===== src/hdl/rau_pkg.sv =====
package rau_pkg;

	localparam int WIDTH = 32;
	localparam int EW = (WIDTH > 32) ? 32 : WIDTH;
	localparam int DW = 64;
	localparam logic [DW-1:0] LIMIT = 64'd1 << (EW - 1);

	localparam logic [2:0] OP_ADD = 3'd0;
	localparam logic [2:0] OP_SUB = 3'd1;
	localparam logic [2:0] OP_MUL = 3'd2;
	localparam logic [2:0] OP_DIV = 3'd3;
	localparam logic [2:0] OP_CMP = 3'd4;

	localparam logic [1:0] ST_OK      = 2'd0;
	localparam logic [1:0] ST_DIVZERO = 2'd1;
	localparam logic [1:0] ST_OVF     = 2'd2;

	localparam logic [1:0] ORD_LESS    = 2'd0;
	localparam logic [1:0] ORD_EQUAL   = 2'd1;
	localparam logic [1:0] ORD_GREATER = 2'd2;

	typedef struct packed {
		logic [2:0]         op;
		logic signed [31:0] a_num;
		logic [30:0]        a_den;
		logic signed [31:0] b_num;
		logic [30:0]        b_den;
	} req_t;

	typedef struct packed {
		logic signed [31:0] res_num;
		logic [30:0]        res_den;
		logic [1:0]         order;
		logic [1:0]         status;
	} rsp_t;

	typedef enum logic [4:0] {
		CMD_NONE,
		CMD_LOAD,
		CMD_GCD_AB,
		CMD_DIV_FA,
		CMD_DIV_FB,
		CMD_MUL_XA,
		CMD_MUL_YB,
		CMD_MUL_L,
		CMD_SUM,
		CMD_MUL_NUM,
		CMD_MUL_DEN,
		CMD_GCD_RED,
		CMD_DIV_NUM,
		CMD_DIV_DEN,
		CMD_EMIT_ERR,
		CMD_EMIT_CMP,
		CMD_EMIT_RES
	} cmd_code_t;

	typedef struct packed {
		cmd_code_t  code;
		logic       start;
		logic [1:0] err;
	} dp_cmd_t;

	typedef struct packed {
		logic [2:0] op;
		logic       den_zero;
		logic       bnum_zero;
		logic       gcd_done;
		logic       div_done;
	} dp_stat_t;

endpackage


===== src/hdl/rau_ctrl.sv =====
module rau_ctrl import rau_pkg::*; (
	input  logic     clk,
	input  logic     arst_n,
	input  logic     req_valid,
	output logic     req_stall,
	output logic     rsp_valid,
	input  logic     rsp_stall,
	input  dp_stat_t stat,
	output dp_cmd_t  cmd
);

	typedef enum logic [3:0] {
		S_IDLE,
		S_CHECK,
		S_GCD_AB,
		S_DIV_FA,
		S_DIV_FB,
		S_MUL_XA,
		S_MUL_YB,
		S_MUL_L,
		S_SUM,
		S_MUL_NUM,
		S_MUL_DEN,
		S_GCD_RED,
		S_DIV_NUM,
		S_DIV_DEN,
		S_EMIT
	} state_t;

	state_t    state_q;
	logic      busy_q, rsp_valid_q;
	cmd_code_t emit_code_q;
	logic [1:0] err_q;
	logic      unit_state, unit_done, emit_fire;

	assign unit_state = (state_q == S_GCD_AB) || (state_q == S_GCD_RED) ||
		(state_q == S_DIV_FA) || (state_q == S_DIV_FB) ||
		(state_q == S_DIV_NUM) || (state_q == S_DIV_DEN);
	assign unit_done = ((state_q == S_GCD_AB) || (state_q == S_GCD_RED)) ?
		stat.gcd_done : stat.div_done;
	assign emit_fire = (state_q == S_EMIT) && (!rsp_valid_q || !rsp_stall);

	always_comb begin
		cmd.start = unit_state && !busy_q;
		cmd.err = err_q;
		unique case (state_q)
			S_IDLE:    cmd.code = req_valid ? CMD_LOAD : CMD_NONE;
			S_CHECK:   cmd.code = CMD_NONE;
			S_GCD_AB:  cmd.code = CMD_GCD_AB;
			S_DIV_FA:  cmd.code = CMD_DIV_FA;
			S_DIV_FB:  cmd.code = CMD_DIV_FB;
			S_MUL_XA:  cmd.code = CMD_MUL_XA;
			S_MUL_YB:  cmd.code = CMD_MUL_YB;
			S_MUL_L:   cmd.code = CMD_MUL_L;
			S_SUM:     cmd.code = CMD_SUM;
			S_MUL_NUM: cmd.code = CMD_MUL_NUM;
			S_MUL_DEN: cmd.code = CMD_MUL_DEN;
			S_GCD_RED: cmd.code = CMD_GCD_RED;
			S_DIV_NUM: cmd.code = CMD_DIV_NUM;
			S_DIV_DEN: cmd.code = CMD_DIV_DEN;
			S_EMIT:    cmd.code = emit_fire ? emit_code_q : CMD_NONE;
			default:   cmd.code = CMD_NONE;
		endcase
	end

	always_ff @(posedge clk or negedge arst_n) begin
		if (!arst_n) begin
			state_q <= S_IDLE;
			busy_q <= 1'b0;
			rsp_valid_q <= 1'b0;
			emit_code_q <= CMD_EMIT_ERR;
			err_q <= ST_OK;
		end else begin
			rsp_valid_q <= emit_fire || (rsp_valid_q && rsp_stall);
			if (unit_state) begin
				busy_q <= !unit_done;
			end
			unique case (state_q)
				S_IDLE: begin
					if (req_valid) begin
						state_q <= S_CHECK;
					end
				end
				S_CHECK: begin
					err_q <= ST_OK;
					priority if (stat.op > OP_CMP) begin
						emit_code_q <= CMD_EMIT_ERR;
						state_q <= S_EMIT;
					end else if (stat.den_zero ||
						(stat.op == OP_DIV && stat.bnum_zero)) begin
						emit_code_q <= CMD_EMIT_ERR;
						err_q <= ST_DIVZERO;
						state_q <= S_EMIT;
					end else if (stat.op == OP_ADD || stat.op == OP_SUB) begin
						state_q <= S_GCD_AB;
					end else begin
						state_q <= S_MUL_NUM;
					end
				end
				S_GCD_AB: if (unit_done) state_q <= S_DIV_FA;
				S_DIV_FA: if (unit_done) state_q <= S_DIV_FB;
				S_DIV_FB: if (unit_done) state_q <= S_MUL_XA;
				S_MUL_XA: state_q <= S_MUL_YB;
				S_MUL_YB: state_q <= S_MUL_L;
				S_MUL_L: state_q <= S_SUM;
				S_SUM: state_q <= S_GCD_RED;
				S_MUL_NUM: state_q <= S_MUL_DEN;
				S_MUL_DEN: begin
					if (stat.op == OP_CMP) begin
						emit_code_q <= CMD_EMIT_CMP;
						state_q <= S_EMIT;
					end else begin
						state_q <= S_GCD_RED;
					end
				end
				S_GCD_RED: if (unit_done) state_q <= S_DIV_NUM;
				S_DIV_NUM: if (unit_done) state_q <= S_DIV_DEN;
				S_DIV_DEN: begin
					if (unit_done) begin
						emit_code_q <= CMD_EMIT_RES;
						state_q <= S_EMIT;
					end
				end
				S_EMIT: if (emit_fire) state_q <= S_IDLE;
				default: state_q <= S_IDLE;
			endcase
		end
	end

	assign req_stall = (state_q != S_IDLE);
	assign rsp_valid = rsp_valid_q;

endmodule


===== config.mk =====
export PLATFORM = sky130hd
export DESIGN_NAME = rau_ctrl
export DESIGN_NICKNAME = d
export VERILOG_FILES = /design/src/hdl/rau_pkg.sv /design/src/hdl/rau_ctrl.sv
export SDC_FILE = /design/constraint.sdc
export NUM_CORES = 1
export LEC_CHECK = 0
export ABC_CLOCK_PERIOD_IN_PS = 3610
export BUFFER_PORTS_ARGS = -buffer_cell sky130_fd_sc_hd__buf_2
export CAP_MARGIN = 20
export CORE_MARGIN = 2
export CORE_UTILIZATION = 58
export CTS_BUF_LIST = sky130_fd_sc_hd__clkbuf_2
export DETAILED_ROUTE_END_ITERATION = 10
export GPL_TIMING_DRIVEN = 1
export PLACE_DENSITY = 0.88
export SYNTH_ARGS = -nofsm -noshare
export SYNTH_HDL_FRONTEND = slang
export SYNTH_SLANG_ARGS = --single-unit

===== constraint.sdc =====
create_clock -name clk -period 3.61 [get_ports clk]
set_input_delay 0.722 -clock clk [delete_from_list [all_inputs] [get_ports clk]]
set_output_delay 0.722 -clock clk [all_outputs]
set_load 0.02 [all_outputs]

---- After elaboration in Yosys (flattened, before gate mapping) ----
Index checks and enable logic that the tools add are counted.
word-level totals
  bits in registers ....................... 13
  input bits .............................. 11
  logic and storage cells ................. 80
operators by class
  $lt $le $gt $ge ......................... 1
  eq/ne operators ......................... 27
  multiplexer cells ....................... 24
  reduce and logical (&&, ||, !) cells .... 23
operators by type and width
  kind                                                  count
  case mux 5 bit (14 select lines)                      1
  case mux 4 bit (15 select lines)                      1
  two-way mux 4 bit                                     11
  == test 4 bit, second input constant                  7
  two-way mux 5 bit                                     5
  != test 2 bit, second input constant                  9
  == test 4 x 3 -> 1 bit, second input constant         4
  case mux 5 bit (3 select lines)                       1
  logical OR 1 bit                                      9
  == test 4 x 2 -> 1 bit, second input constant         2
  AND reduction 8 bit                                   1
  == test 4 x 1 -> 1 bit, second input constant         1
  logical AND 1 bit                                     4
  logical NOT 1 bit                                     4
  logical NOT 4 bit                                     1
  two-way mux 1 bit                                     4
  AND reduction 4 bit                                   1
  nonzero test 4 bit                                    1
  == test 3 x 1 -> 1 bit, second input constant         1
  == test 3 x 2 -> 1 bit, second input constant         1
  == test 3 bit, second input constant                  1
  greater-than comparator 3 bit, second input constant  1
  logical NOT 3 bit                                     1
  two-way mux 3 bit                                     1
  2 further kinds                                       2

---- Depth between registers and ports, before layout ----
  word-level depth ........................ 7
  mapped depth ............................ 6
  gate-level depth less buffers ........... 5

---- Worst setup path after synthesis ----
No wires, ideal clock.
  path type ............................... register to output
  start point ............................. register state_q[0]
  end point ............................... output port cmd[3] (netlist bit)
  data arrival time ....................... 1.567 ns
  data required time ...................... 2.888 ns
  setup slack ............................. 1.321 ns
  stages on the path, launching flop included .. 4
  cells stage by stage .................... dfrtp_1 -> buf_6 -> or4_4 -> o21ai_0
RTL lines
  element                 RTL line        source
  start, declared         rau_ctrl.sv:30  state_t state_q;
  start signal, assigned  rau_ctrl.sv:68  state_q <= S_IDLE;
  start signal, assigned  rau_ctrl.sv:81  state_q <= S_CHECK;
  start signal, assigned  rau_ctrl.sv:88  state_q <= S_EMIT;
  end, declared           rau_ctrl.sv:9   output dp_cmd_t cmd

==> results.toml <==
[cells_and_area]
nFillCells = 102
total_number_of_nets_in_the_final_design = 131
multi_input_comb_area_sq_um = 521.8
seq_cell_area_sq_um = 251.5
area_growth_syn_to_layout_pct = 10.58
fraction_of_final_layout_cells_sized_beyond_drive_strength_1_pct = 25.21
antenna-diode-count = 0
finish.utilization_pct = 69.61

[drt]
met1_length_microns = 863
detail-route-antenna-nets = 0
routed_wire_length_per_instance_microns = 14.78
detail_route.vias_per_cell = 6.418
via_count = 860
routed_wl_mm = 1.980
drt_iter0_markers = 55
drt_first_pass_iters = 4
maxUsedRoutingLayer = "met4"
met3_wirelength_microns = 148
routed_wl_met2_microns = 932
drcViolationCount = 0

[global_routing]
grt_first_pass_wirelength_mm = 3.132
pin_count_of_the_biggest_net_entering_global_routing = 22
grt_antenna_before_repair = 0
track_usage_pct = 23.13
grt_overflow = 0
number_of_global_route_vias_before_repair = 708

[yosys]
ys_types = 49
post_synth.cell_area_avg_sq_um = 8.073
synthTopCellsByCount = "sky130_fd_sc_hd__nand2_1 (13), sky130_fd_sc_hd__a21oi_1 (11), sky130_fd_sc_hd__dfrtp_1 (9)"
synth_top_area_share_pct = 26.83
synth_seq_cells = 10
synth.yosys.seq_area_share_pct = 29.96
post-synth-top-area-cell = "sky130_fd_sc_hd__dfrtp_1"
number_of_synthesized_flops_with_an_enable_pin = 0
synth.top_cells.by_area = "sky130_fd_sc_hd__dfrtp_1 (27%), sky130_fd_sc_hd__a21oi_1 (6.6%), sky130_fd_sc_hd__nand2_1 (5.8%)"
post_synth_instance_area_sq_um = 839.6
synth_cells = 104
synth_most_common_cell = "sky130_fd_sc_hd__nand2_1"
ys_dominant_reg_cell = "sky130_fd_sc_hd__dfrtp_1"
syn_nets = 115
async_flop_share_pct = 100.0
synth-warning-count = 0

[placed_design]
detailedPlacementHpwl_mm = 1.434
number_of_input_and_output_port_buffers_inserted = 19
last_weighted_congestion_value_of_the_routability_driven_placer = 0.8598

[cts]
cts_num_sinks = 10
ctsHoldBuffers = 0
clock_tree.htree_level_count = 1
tritoncts = "yes"
tritoncts.num_buffers = 3
clock_insertion_delay_worst_skew_ns = 0.27
worst_setup_hold_path_clk_slew_ns = 0.12
post_cts_resized = 0
ctsLongestPathBuffers = 2
setup_fix_bufs_post_cts = 0
cts_root_buf = "sky130_fd_sc_hd__clkbuf_2"

[die]
design.die.area_sq_um = 1768
io-pin-count = 21
initial_utilization_pct = 62.95
die_x_microns = 42.05
number_of_placement_rows = 13
die_h_microns = 42.05
core_sq_um = 1334

[pwr]
total_leakage_power_nw = 0.4273
power_density_nw_per_um2 = 957.5
vdd_drop_max_mv = 0.5366

[timing]
finalHoldViolations = 0
setup_viol = 0
worst-slew-pin-transition_ns = 0.6240
fmax_mhz = 361.5
skew_ns = 0.008833
timing.final.crit_share_pct = 76.62
grt_setup_unrepaired = "false"
min_period_ns = 2.766
timing.final.max_slew_violations = 0
fin_tns_setup_ns = 0
max-slew-margin-rel_pct = 58.40

[critical_path]
critical_path.top_delay_family = "flip-flops"
worst-path-buf-inv = 1
arrival_ns = 2.04
setup.worst_path.end_class = "output port"
setup.worst_path.start_class = "register"
timing.critical_path.slowest_cell_delay_ns = 0.76
crit_required_ns = 2.89
slowest_stage = "sky130_fd_sc_hd__dfrtp_1"
cp_cell_sequence = "nand4b_1, a21oi_1, a22oi_1, o21ai_0, buf_2"
critPathKind = "register to output port"
cp_max_fo = 21

[hold_path]
hold_class = "primary input to asynchronous set/reset pin"

[outcome]
outcome = "finished, final reports clean"

[flow_run]
maxCapViolCount = 0
[power by group]
part           leakage [nW]  switching (mW)  total [mW]  internal (mW)
sequential            0.121           0.135       0.304          0.169
combinational         0.293           0.297       0.518          0.221
clock                0.0140          0.0434      0.0675         0.0241
[through the flow]
stage | std cells | area [sq um] | setup slack [ns] | power, mW | hold slack, ns
final | 134 | 928.4 | 0.8439 | 0.8890 | 0.2916
after global routing | 134 | 928.4 | 0.7145 | 0.9631 | 0.3148
after CTS | 134 | 928.4 | 0.8903 | 0.8798 | 0.3106
after detailed placement | 130 | 909.6 | 1.190 | 0.8145 | 0.4675
after global placement | 130 | 909.6 | 1.286 | 0.7991 | 0.4606
after floorplan | 104 | 839.6 | 1.321 | 0.7059 | 0.4264
[area by class of cell]
type | instances | share of cell area, %
Clock inverter | 1 | 0.4043
Multi-Input combinational cell | 80 | 56.20
Sequential cell | 10 | 27.09
Clock buffer | 3 | 1.617
Inverter | 6 | 2.426
Tap cell | 15 | 2.022
Timing Repair Buffer | 19 | 10.24
[sequential cells by signal, summed over array words and instances (netlist names)]
name,cells
busy_q,1
emit_code_q,3
err_q,1
rsp_valid,1
state_q,4
[per-layer routing]
metal / track usage, % / vias up
li1: - / 420
met4: 9.375 / 0
met1: 31.44 / 389
met3: 3.017 / 7
met5: 0 / -
met2: 37.19 / 44
[path summary, 6_finish.rpt]
path                                        start                          to  slack, ns  cells past startpoint
setup / recovery           state_q[2]$_DFFE_PN0P_                      cmd[3]       0.84                      5
hold / removal                             arst_n      state_q[3]$_DFFE_PN0P_       0.29                      1
setup reg to reg           state_q[1]$_DFFE_PN0P_      state_q[1]$_DFFE_PN0P_       1.59                      5
hold reg to reg                busy_q$_DFFE_PN0P_          busy_q$_DFFE_PN0P_       0.50                      1
max in group asynchronous                  arst_n  emit_code_q[3]$_DFFE_PN1P_       3.05                      1
min in group clk               busy_q$_DFFE_PN0P_          busy_q$_DFFE_PN0P_       0.50                      1
[cell families (layout without fill, tap and decap cells)]
| logic type | Yosys count | count (layout) | synth area share, % |
|---|---|---|---|
| buf+inv | 14 | 29 | 7.898 |
| xor+xnor | 1 | 1 | 1.043 |
| other cells | 1 | 1 | 0.4467 |
| compound gates | 42 | 42 | 35.62 |
| simple gates | 36 | 36 | 25.04 |
| flops | 10 | 10 | 29.96 |
[layout by cell type (no fill, tap or decap), drive strengths merged, types with 3 or more instances in the layout]
cell type / n
dfrtp: 9
buf: 19
a21o: 3
inv: 6
o21ai: 4
a21oi: 11
nand2: 13
clkbuf: 3
nor2: 7
a31oi: 5
[worst register-to-register path: stages (launching register included)]
cell                       delay, ns
sky130_fd_sc_hd__dfrtp_1        0.64
sky130_fd_sc_hd__inv_1          0.28
sky130_fd_sc_hd__a32o_1         0.31
sky130_fd_sc_hd__a211oi_2       0.43
sky130_fd_sc_hd__o211ai_1       0.17
sky130_fd_sc_hd__o21ai_1        0.14
Power figures use the tool's default switching activity.
